### src/rtl/core/ptt_pkg.sv
`timescale 1ns / 1ps

package ptt_pkg;

   localparam int unsigned ENTRIES_DEF = 16;

   localparam int unsigned TICK_W  = 32;
   localparam int unsigned CMD_W   = 2;
   localparam int unsigned USED_W  = 5;
   localparam int unsigned ERR_W   = 2;
   localparam int unsigned REQ_W   = 40;
   localparam int unsigned RSP_W   = 8;
   // table word: expired flag, last restart, period
   localparam int unsigned WORD_W  = 2 * TICK_W + 1;

   localparam logic [CMD_W-1:0] OP_TICK  = 2'd0;
   localparam logic [CMD_W-1:0] OP_SCAN  = 2'd1;
   localparam logic [CMD_W-1:0] OP_CHECK = 2'd2;
   localparam logic [CMD_W-1:0] OP_NOP   = 2'd3;

   localparam int unsigned ERR_INVALID = 0;
   localparam int unsigned ERR_FULL    = 1;

   localparam logic [TICK_W-1:0] PERIOD_ZERO = '0;
   localparam logic [TICK_W-1:0] PERIOD_ONES = '1;

   typedef struct packed {
      logic accept;
      logic tick;
      logic set_invalid;
      logic walk_start;
      logic walk;
      logic place;
      logic load_out;
   } ptt_cmd_type;

   typedef struct packed {
      logic [CMD_W-1:0] op;
      logic             period_bad;
      logic             walk_done;
      logic             out_free;
   } ptt_sts_type;

endpackage

### src/rtl/core/periodic_timer_table.sv
`timescale 1ns / 1ps
// channel   direction  ports                       tdata fields (lsb first)
// req       in         req_tvalid/tready/tdata     cmd[1:0], period[33:2], zero pad
// rsp       out        rsp_tvalid/tready/tdata     expired[0], used_count[5:1], error_bits[7:6]
//
// one request at a time; tick, no-op and a bad check period skip the table walk
// scan walks every used entry, check walks entries until a period match, as the
// table memory is read one entry a cycle through its single read port
// synchronous reset clears time, fill count and errors; no table clearing pass,
// entries at or beyond the fill count are never read
// the next request is taken while a response waits in the output register

module periodic_timer_table #(
   parameter int unsigned ENTRIES = ptt_pkg::ENTRIES_DEF
) (
   input  logic                      clock,
   input  logic                      reset,
   input  logic                      req_tvalid,
   output logic                      req_tready,
   input  logic [ptt_pkg::REQ_W-1:0] req_tdata,  // cmd, period, zero pad
   output logic                      rsp_tvalid,
   input  logic                      rsp_tready,
   output logic [ptt_pkg::RSP_W-1:0] rsp_tdata   // expired, used_count, error_bits
);

   ptt_pkg::ptt_cmd_type cmd;
   ptt_pkg::ptt_sts_type sts;

   ptt_ctrl u_ptt_ctrl (
      .clock      (clock),
      .reset      (reset),
      .req_tvalid (req_tvalid),
      .req_tready (req_tready),
      .sts        (sts),
      .cmd        (cmd)
   );

   ptt_datapath #(
      .ENTRIES (ENTRIES)
   ) u_ptt_datapath (
      .clock      (clock),
      .reset      (reset),
      .req_tdata  (req_tdata),
      .rsp_tvalid (rsp_tvalid),
      .rsp_tready (rsp_tready),
      .rsp_tdata  (rsp_tdata),
      .cmd        (cmd),
      .sts        (sts)
   );

endmodule

### src/rtl/core/ptt_ram.sv
`timescale 1ns / 1ps

module ptt_ram #(
   parameter int unsigned WIDTH = 8,
   parameter int unsigned DEPTH = 16
) (
   input  logic                                   clock,
   input  logic                                   wr_en,
   input  logic [(DEPTH > 1 ? $clog2(DEPTH) : 1)-1:0] wr_addr,
   input  logic [WIDTH-1:0]                       wr_data,
   input  logic                                   rd_en,
   input  logic [(DEPTH > 1 ? $clog2(DEPTH) : 1)-1:0] rd_addr,
   output logic [WIDTH-1:0]                       rd_data
);

   logic [WIDTH-1:0] mem [DEPTH];
   logic [WIDTH-1:0] rd_data_ff;

   always_ff @(posedge clock) begin
      if (wr_en) begin
         mem[wr_addr] <= wr_data;
      end
      if (rd_en) begin
         rd_data_ff <= mem[rd_addr];
      end
   end

   assign rd_data = rd_data_ff;

endmodule

### src/rtl/core/ptt_ctrl.sv
`timescale 1ns / 1ps

module ptt_ctrl (
   input  logic                 clock,
   input  logic                 reset,
   input  logic                 req_tvalid,
   output logic                 req_tready,
   input  ptt_pkg::ptt_sts_type sts,
   output ptt_pkg::ptt_cmd_type cmd
);

   localparam logic [2:0] ST_IDLE   = 3'd0;
   localparam logic [2:0] ST_DECODE = 3'd1;
   localparam logic [2:0] ST_WALK   = 3'd2;
   localparam logic [2:0] ST_PLACE  = 3'd3;
   localparam logic [2:0] ST_DONE   = 3'd4;

   logic [2:0] state_ff;
   logic [2:0] state_in;

   always_comb begin
      state_in   = state_ff;
      cmd        = '0;
      req_tready = 1'b0;
      case (state_ff)
         ST_IDLE: begin
            req_tready = 1'b1;
            if (req_tvalid) begin
               cmd.accept = 1'b1;
               state_in   = ST_DECODE;
            end
         end
         ST_DECODE: begin
            case (sts.op)
               ptt_pkg::OP_TICK: begin
                  cmd.tick = 1'b1;
                  state_in = ST_DONE;
               end
               ptt_pkg::OP_SCAN: begin
                  cmd.walk_start = 1'b1;
                  state_in       = ST_WALK;
               end
               ptt_pkg::OP_CHECK: begin
                  if (sts.period_bad) begin
                     cmd.set_invalid = 1'b1;
                     state_in        = ST_DONE;
                  end else begin
                     cmd.walk_start = 1'b1;
                     state_in       = ST_WALK;
                  end
               end
               default: begin
                  state_in = ST_DONE;
               end
            endcase
         end
         ST_WALK: begin
            cmd.walk = 1'b1;
            if (sts.walk_done) begin
               state_in = (sts.op == ptt_pkg::OP_CHECK) ? ST_PLACE : ST_DONE;
            end
         end
         ST_PLACE: begin
            cmd.place = 1'b1;
            state_in  = ST_DONE;
         end
         ST_DONE: begin
            if (sts.out_free) begin
               cmd.load_out = 1'b1;
               state_in     = ST_IDLE;
            end
         end
         default: begin
            state_in = ST_IDLE;
         end
      endcase
   end

   always_ff @(posedge clock) begin
      if (reset) begin
         state_ff <= ST_IDLE;
      end else begin
         state_ff <= state_in;
      end
   end

endmodule

### src/rtl/core/ptt_datapath.sv
`timescale 1ns / 1ps

module ptt_datapath #(
   parameter int unsigned ENTRIES = ptt_pkg::ENTRIES_DEF
) (
   input  logic                        clock,
   input  logic                        reset,
   input  logic [ptt_pkg::REQ_W-1:0]   req_tdata,
   output logic                        rsp_tvalid,
   input  logic                        rsp_tready,
   output logic [ptt_pkg::RSP_W-1:0]   rsp_tdata,
   input  ptt_pkg::ptt_cmd_type        cmd,
   output ptt_pkg::ptt_sts_type        sts
);

   localparam int unsigned AW  = (ENTRIES > 1) ? $clog2(ENTRIES) : 1;
   localparam int unsigned CW  = $clog2(ENTRIES + 1);
   localparam int unsigned TW  = ptt_pkg::TICK_W;

   logic [TW-1:0]                now_ff, now_in;
   logic [CW-1:0]                count_ff, count_in;
   logic [ptt_pkg::ERR_W-1:0]    err_ff, err_in;
   logic [ptt_pkg::CMD_W-1:0]    op_ff;
   logic [TW-1:0]                per_ff;
   logic [CW-1:0]                iss_ff, iss_in;
   logic                         ev_vld_ff, ev_vld_in;
   logic [AW-1:0]                ev_idx_ff;
   logic                         hit_ff, hit_in;
   logic                         hit_flag_ff, hit_flag_in;
   logic                         flag_ff, flag_in;
   logic                         rsp_vld_ff, rsp_vld_in;
   logic [ptt_pkg::RSP_W-1:0]    rsp_data_ff;

   logic                         issue_ok;
   logic                         ev_act;
   logic [ptt_pkg::WORD_W-1:0]   rd_word;
   logic [TW-1:0]                rd_period;
   logic [TW-1:0]                rd_last;
   logic                         rd_exp;
   logic [TW-1:0]                elapsed;
   logic                         due;
   logic                         scan_wr;
   logic                         place_wr;
   logic                         room;
   logic                         wr_en;
   logic [AW-1:0]                wr_addr;
   logic [ptt_pkg::WORD_W-1:0]   wr_data;
   logic [CW+ptt_pkg::USED_W-1:0] used_wide;
   logic                         out_free;

   assign rd_period = rd_word[TW-1:0];
   assign rd_last   = rd_word[2*TW-1:TW];
   assign rd_exp    = rd_word[2*TW];
   assign elapsed   = now_ff - rd_last;
   assign due       = elapsed >= rd_period;
   assign room      = count_ff < CW'(ENTRIES);

   assign issue_ok  = cmd.walk && !hit_ff && (iss_ff < count_ff);
   assign ev_act    = cmd.walk && ev_vld_ff && !hit_ff;
   assign scan_wr   = ev_act && (op_ff == ptt_pkg::OP_SCAN);
   assign place_wr  = cmd.place && !hit_ff && room;

   always_comb begin
      wr_en   = scan_wr || place_wr;
      wr_addr = ev_idx_ff;
      wr_data = {due, (due ? now_ff : rd_last), rd_period};
      if (place_wr) begin
         wr_addr = count_ff[AW-1:0];
         wr_data = {1'b0, now_ff, per_ff};
      end
   end

   ptt_ram #(
      .WIDTH (ptt_pkg::WORD_W),
      .DEPTH (ENTRIES)
   ) u_ptt_ram (
      .clock   (clock),
      .wr_en   (wr_en),
      .wr_addr (wr_addr),
      .wr_data (wr_data),
      .rd_en   (issue_ok),
      .rd_addr (iss_ff[AW-1:0]),
      .rd_data (rd_word)
   );

   always_comb begin
      now_in      = now_ff;
      count_in    = count_ff;
      err_in      = err_ff;
      iss_in      = iss_ff;
      ev_vld_in   = issue_ok;
      hit_in      = hit_ff;
      hit_flag_in = hit_flag_ff;
      flag_in     = flag_ff;
      if (cmd.accept) begin
         flag_in = 1'b0;
      end
      if (cmd.tick) begin
         now_in = now_ff + TW'(1);
      end
      if (cmd.set_invalid) begin
         err_in[ptt_pkg::ERR_INVALID] = 1'b1;
      end
      if (cmd.walk_start) begin
         iss_in = '0;
         hit_in = 1'b0;
      end
      if (issue_ok) begin
         iss_in = iss_ff + CW'(1);
      end
      if (ev_act && (op_ff == ptt_pkg::OP_CHECK) && (rd_period == per_ff)) begin
         hit_in      = 1'b1;
         hit_flag_in = rd_exp;
      end
      if (cmd.place) begin
         if (hit_ff) begin
            flag_in = hit_flag_ff;
         end else if (room) begin
            count_in = count_ff + CW'(1);
         end else begin
            err_in[ptt_pkg::ERR_FULL] = 1'b1;
         end
      end
   end

   assign out_free   = !rsp_vld_ff || rsp_tready;
   assign rsp_vld_in = cmd.load_out ? 1'b1 : (rsp_tready ? 1'b0 : rsp_vld_ff);
   assign used_wide  = {{ptt_pkg::USED_W{1'b0}}, count_ff};

   always_ff @(posedge clock) begin
      if (reset) begin
         now_ff     <= '0;
         count_ff   <= '0;
         err_ff     <= '0;
         iss_ff     <= '0;
         ev_vld_ff  <= 1'b0;
         hit_ff     <= 1'b0;
         rsp_vld_ff <= 1'b0;
      end else begin
         now_ff     <= now_in;
         count_ff   <= count_in;
         err_ff     <= err_in;
         iss_ff     <= iss_in;
         ev_vld_ff  <= ev_vld_in;
         hit_ff     <= hit_in;
         rsp_vld_ff <= rsp_vld_in;
      end
   end

   always_ff @(posedge clock) begin
      if (cmd.accept) begin
         op_ff  <= req_tdata[ptt_pkg::CMD_W-1:0];
         per_ff <= req_tdata[ptt_pkg::CMD_W+TW-1:ptt_pkg::CMD_W];
      end
      if (issue_ok) begin
         ev_idx_ff <= iss_ff[AW-1:0];
      end
      hit_flag_ff <= hit_flag_in;
      flag_ff     <= flag_in;
      if (cmd.load_out) begin
         rsp_data_ff <= {err_ff, used_wide[ptt_pkg::USED_W-1:0], flag_ff};
      end
   end

   assign sts.op         = op_ff;
   assign sts.period_bad = (per_ff == ptt_pkg::PERIOD_ZERO) || (per_ff == ptt_pkg::PERIOD_ONES);
   assign sts.walk_done  = hit_ff || (!(iss_ff < count_ff) && !ev_vld_ff);
   assign sts.out_free   = out_free;

   assign rsp_tvalid = rsp_vld_ff;
   assign rsp_tdata  = rsp_data_ff;

endmodule

### config.mk
export PLATFORM = sky130hd
export DESIGN_NAME = periodic_timer_table
export DESIGN_NICKNAME = d
export VERILOG_FILES = /design/src/rtl/core/ptt_pkg.sv /design/src/rtl/core/periodic_timer_table.sv /design/src/rtl/core/ptt_ram.sv /design/src/rtl/core/ptt_ctrl.sv /design/src/rtl/core/ptt_datapath.sv
export SDC_FILE = /design/constraint.sdc
export NUM_CORES = 1
export LEC_CHECK = 0
export BUFFER_PORTS_ARGS = -buffer_cell sky130_fd_sc_hd__buf_2
export CORE_AREA = 4 4 240 336
export DETAILED_ROUTE_END_ITERATION = 7
export DIE_AREA = 0 0 244 340
export HOLD_SLACK_MARGIN = 0.08
export MAX_ROUTING_LAYER = met4
export PLACE_DENSITY_LB_ADDON = 0.25
export SETUP_SLACK_MARGIN = 0.15
export SYNTH_ARGS = -nofsm -noshare
export SYNTH_HDL_FRONTEND = slang
export SYNTH_HIERARCHICAL = 1
export SYNTH_SLANG_ARGS = --single-unit
### constraint.sdc
create_clock -name clock -period 8.95 [get_ports clock]
set_clock_uncertainty 0.15 [all_clocks]
set_input_delay 0 -clock clock [delete_from_list [all_inputs] [get_ports clock]]
set_output_delay 0 -clock clock [all_outputs]
set_load 0.1 [all_outputs]
# After elaboration in Yosys (flattened, before gate mapping)
# Memories as Yosys holds them, arrays and structs flattened. A register that Yosys moved wholly into a read port is not among the register bits.
# Cells that the tools add are included.
# word_totals
in_bits	44
reg_bits	98
n_memories	1
out_inout_bits	10
ramBits	1040
# op_classes
add_sub_neg	4
order_cmp	3
n_reduce_logical	27
n_eq_ne	11
bitwise_logic	2
muxes	34
# memory_table
memory	words	width	rd	rd_ports_with_merged_regs	wr	line	source
u_ptt_datapath.u_ptt_ram.mem	16	65	1	1	1	ptt_ram.sv:16	logic [WIDTH-1:0] mem [DEPTH];
# op_table
operator	count
$mux W65	1
$add A32 B1 Y32 const B	1
$eq A32 B32 Y1	1
$eq A32 B32 Y1 const B	1
$ge A32 B32 Y1	1
$logic_not A32 Y1	1
$mux W32	1
$sub A32 B32 Y32	1
$mux W1	20
$mux W3	6
$pmux W3 S5	1
$add A5 B1 Y5 const B	2
$logic_and A1 B1 Y1	10
$mux W5	2
$reduce_and A3 Y1	3
$eq A3 B2 Y1 const B	2
$pmux W3 S2	1
$reduce_bool A2 Y1	3
$lt A5 B5 Y1	1
$lt A5 B5 Y1 const B	1
$logic_not A1 Y1	4
$logic_or A1 B1 Y1	4
$mux W4	1
$ne A2 B2 Y1 const B	2
9 further kinds	10

# Depth between registers and ports, before layout
# logic_depth
word_depth	8
ltp_mapped	21
mapped_depth_nobuf	19

# Cells and area by module
# The synthesis kept the hierarchy.
# by_module_without_submodules
mod	seq_area_each_um2	n_inst	cells_each	area_each_um2
ptt_ram	33181.8	1	1673	40894.2
ptt_datapath	2372.3	1	861	7399.6
ptt_ctrl	60.1	1	36	332.8

# Worst setup path before layout
# Ideal clock, no wire load.
# synth_timing
path_type	reg-to-reg
startpoint	reg u_ptt_ctrl.state_ff[2]
endpoint	mem u_ptt_datapath/u_ptt_ram/mem[0][0] in the netlist's numbering (enable)
synth_period_minus_slack_ns	7.123
path_slack_ns	1.827
arrival_time_ns	6.405
path_stages_with_launch	8
setup_ns	0.568
required_ns	8.232
path_buffers	2
path_cell_list	dfxtp_1 buf_6 and3b_2 and3_1 clkbuf_1 mux2_2 or3b_1 nor3_1
# synth_rtl
item	line	source
from (decl)	ptt_ctrl.sv:18	logic [2:0] state_ff;
from (signal assigned)	ptt_ctrl.sv:83	state_ff <= state_in;
to (decl)	ptt_ram.sv:16	

# Final worst setup path
# layout_timing
startpoint	reg u_ptt_datapath.now_ff[6]
endpoint	mem u_ptt_datapath/u_ptt_ram/mem[13][62] in the netlist's numbering, data pin
# layout_via
elab_chain_cells	4
# layout_rtl
item	line	source
from (decl)	ptt_datapath.sv:20	logic [TW-1:0] now_ff, now_in;
from (signal assigned)	ptt_datapath.sv:140	now_ff <= now_in;
$sub A32 B32 Y32	ptt_datapath.sv:54	assign elapsed = now_ff - rd_last;
$ge A32 B32 Y1	ptt_datapath.sv:55	assign due = elapsed >= rd_period;
$mux W32	ptt_datapath.sv:66	wr_data = {due, (due ? now_ff : rd_last), rd_period};
$mux W65	ptt_datapath.sv:67	if (place_wr) begin
via u_ptt_datapath.wr_data (one bit)	ptt_datapath.sv:47	logic [ptt_pkg::WORD_W-1:0] wr_data;
# The timed path passes the listed nets, and every way through them passes these cells.

==> results.txt <==
outcome - finished, final reports clean
unrepaired setup endpoints after global routing - no
Final #Nets - 2864
FF+latch count, synth - 1203
part of the power in registers - 0.558
I/O Buffers - 47
GRT Util Overall - 0.291
global-route met1 utilization - 0.382
Peak VDD IR - 0.173 mV
Initial Util - 0.627
EDFF count, synth - 1152
fmax - 0.173 GHz
Residual DRC - 0
largest net degree at the start of global routing - 141
via count - 26027
Initial DRC Count - 3186
router iterations before antenna repair - 5
synthesized area - 48600 um2
clock share of power - 0.433
final hold slack - 0.286 ns
NetSw - 0.00214 W
vias in the first global route - 26612
Sink Count - 1203
Sw Share - 0.195
wire per inst - 29.9 um
period utilisation layout - 0.646
worst path required time - 9.14 ns
drt via density - 6.70
Power Internal - 0.00882 W
endpoints failing setup - 0
Max Slew Vio Count - 0
final hold viol count - 0
clk_lat worst skew - 0.70 ns
Root Driver - clkbuf_16
slew margin rel. - 0.131
Area Growth Syn to Fin - 12.1%
htree depth - 3
worst-margin pin slew - 1.30 ns
fillers - 4622
num rows - 121
Max Cap Viol - 0
RD Place Congestion - 0.919
M2 GR Usage - 0.482
Critical Path Fanout Max - 32
post-synthesis sequential area ratio - 0.732
final WL - 116 mm
Yosys warnings - 6
DIE WIDTH - 244 um
HP Class - reg2reg
first-pass GRT wire length - 173 mm
DPL Wire Length - 61.4 mm
Worst R2R Start - u_ptt_datapath/now_ff[6]
die height - 340 um
CP Class - reg2reg
Synth Area per Inst - 18.9 um2
minimum clock period - 5.78 ns
Ports - 54
post-synthesis cell count - 2570
ys async rst share - 0
layout cells sized above 1 - 0.205
Clock transition at path regs - 0.07 ns
Mapped Nets - 2688
crit path launch type - flip-flop
CTS tree - done
Pwr Density - 201 nW/um2
core region area - 77500 um2
TNS Setup - 0 ns
die area - 83000 um2
hold wc startpoint - u_ptt_datapath/u_ptt_ram/rd_data[64]
antenna viol nets, final - 0
initial antenna violation count - 3
top_reg_cell synth - edfxtp_1
leakage power - 17.7 nW
combinational share of power - 0.009
GRT busiest layer - met2
Longest Clk Path Bufs - 3
number of buffers created by CTS - 108
post_cts resized - 0
Worst Path Arrival - 5.97 ns
Critical Path Source - u_ptt_datapath/now_ff[6]
Worst setup EP type - flip-flop
total grt overflow - 0
Netlist cell types - 78
GR Layer Usage met3 - 0.0432
[layer usage]
layer,vias up,wire [um]
met1,13466,41900
li1,10776,-
met5,-,0
met4,0,3630
met3,223,10700
met2,1562,60000
[final timing paths]
path | end | slack [ns] | depth (start not counted)
max | u_ptt_datapath/u_ptt_ram/mem[13][62] | 3.17 | 17
min | u_ptt_datapath/hit_flag_ff | 0.29 | 0
max reg2reg | u_ptt_datapath/u_ptt_ram/mem[13][62] | 3.17 | 17
min reg2reg | u_ptt_datapath/hit_flag_ff | 0.29 | 0
[cells by family after synthesis]
family	count (synthesis)	share of synthesized area
and+or+nand+nor	385	0.0385
buffers and inverters	198	0.0201
DFF	1203	0.732
adders and majority gates	74	0.0192
AOI/OAI and AO/OA	320	0.0440
muxes	299	0.129
xor gates and xnor gates	91	0.0164
[stage by stage]
step	util	area, um2	total power, W	setup slack, ns	std cells
detailed placement	0.647	50100	0.00630	3.09	3608
global route	0.703	54500	0.0113	2.61	3885
global placement	0.647	50100	0.00630	3.30	3608
finish	0.703	54500	0.0110	3.17	3885
floorplan	-	48600	0.00627	1.83	2570
CTS	0.703	54500	0.0110	3.12	3882
[worst max-delay path: stages, from the launching register on]
cell,delay [ns]
dfxtp_1,0.45
ha_1,0.34
a21o_1,0.23
a221oi_2,0.44
a21oi_2,0.12
nand4b_1,0.24
a31oi_1,0.48
o21ai_1,0.15
xor2_1,0.21
ha_1,0.26
and2_0,0.17
a221o_1,0.31
a21oi_1,0.16
o211ai_1,0.10
a21oi_1,0.16
and2b_1,0.14
buf_4,0.40
mux2i_1,0.88
[power by group through the flow]
stage / Clock, W / Sequential (W) / Combinational (W)
5_1_grt: 0.00505 / 0.00611 / 0.0000992
4_1_cts: 0.00477 / 0.00611 / 0.0000897
3_3_place_gp: 0 / 0.00623 / 0.0000632
3_5_place_dp: 0 / 0.00623 / 0.0000642
6_report: 0.00475 / 0.00612 / 0.0000951
2_1_floorplan: 0 / 0.00623 / 0.0000347
[cells in the final DEF, fill, tap and decap left out, types with 14 or more instances in the layout]
cell,netlist,layout
dfxtp_1,51,49
nand3_1,21,21
clkbuf_1,55,14
bufinv_16,0,15
clkinv_1,0,18
buf_4,9,58
nand4_1,28,28
mux4_2,260,260
buf_2,23,47
a22oi_1,131,131
mux2_1,31,31
edfxtp_1,1152,1152
nor2_1,72,59
xnor2_1,26,26
nand2_1,157,157
nor4_1,18,18
dlygate4sd3_1,0,73
xor2_1,65,65
o21ai_1,14,27
inv_1,83,83
ha_1,73,73
nand2b_1,14,14
clkbuf_16,0,109
o21ai_0,55,42
a21oi_1,60,60
clkinv_2,0,25
[registers in the layout, summed over array words and instances (netlist names), 2 cells and up]
| signal | count |
|---|---|
| u_ptt_datapath/iss_ff | 5 |
| u_ptt_datapath/u_ptt_ram/rd_data | 65 |
| u_ptt_datapath/per_ff | 32 |
| u_ptt_datapath/rsp_tdata | 8 |
| u_ptt_datapath/op_ff | 2 |
| u_ptt_datapath/err_ff | 2 |
| u_ptt_datapath/now_ff | 32 |
| u_ptt_datapath/ev_idx_ff | 4 |
| u_ptt_datapath/u_ptt_ram/mem | 1040 |
| u_ptt_datapath/count_ff | 5 |
| u_ptt_ctrl/state_ff | 3 |
[layout make-up]
class | instances | area [um2] | area share
antenna | 3 | 7.51 | 0.000138
clock buffer | 123 | 2780 | 0.0510
clock inverter | 78 | 866 | 0.0159
inverter | 84 | 315 | 0.00578
multi-input combinational | 1169 | 12200 | 0.223
sequential | 1203 | 35600 | 0.653
tap | 1045 | 1310 | 0.0240
timing repair buffer | 180 | 1440 | 0.0264
[cell usage after synthesis, types with 6 or more instances]
library cell / count / area (um2)
xnor2_1: 26 / 228
or3_1: 8 / 50.1
clkbuf_1: 55 / 206
nand3_1: 21 / 105
o21ai_0: 55 / 275
a22oi_1: 131 / 983
mux4_2: 260 / 5860
nand4_1: 28 / 175
o211ai_1: 6 / 45.0
buf_2: 23 / 115
ha_1: 73 / 913
and3_1: 9 / 56.3
nor3_1: 12 / 60.1
mux2_1: 31 / 349
buf_6: 20 / 225
a21o_1: 8 / 60.1
o21a_1: 6 / 45.0
nor2_1: 72 / 270
o21ai_1: 14 / 70.1
nor2b_1: 9 / 56.3
xor2_1: 65 / 569
dfxtp_1: 51 / 1020
a21oi_1: 60 / 300
and4_1: 9 / 78.8
a31oi_1: 6 / 37.5
nand2_1: 157 / 589
edfxtp_1: 1152 / 34600
inv_1: 83 / 312
nor4_1: 18 / 113
nand2b_1: 14 / 87.6
buf_4: 9 / 67.6
[timing repair]
action	4_1_cts	5_1_grt
hold buffers	73	0
hold endpoints to repair	116	0
buffers inserted	0	0
Note: power is estimated with default switching activity, not from simulation.
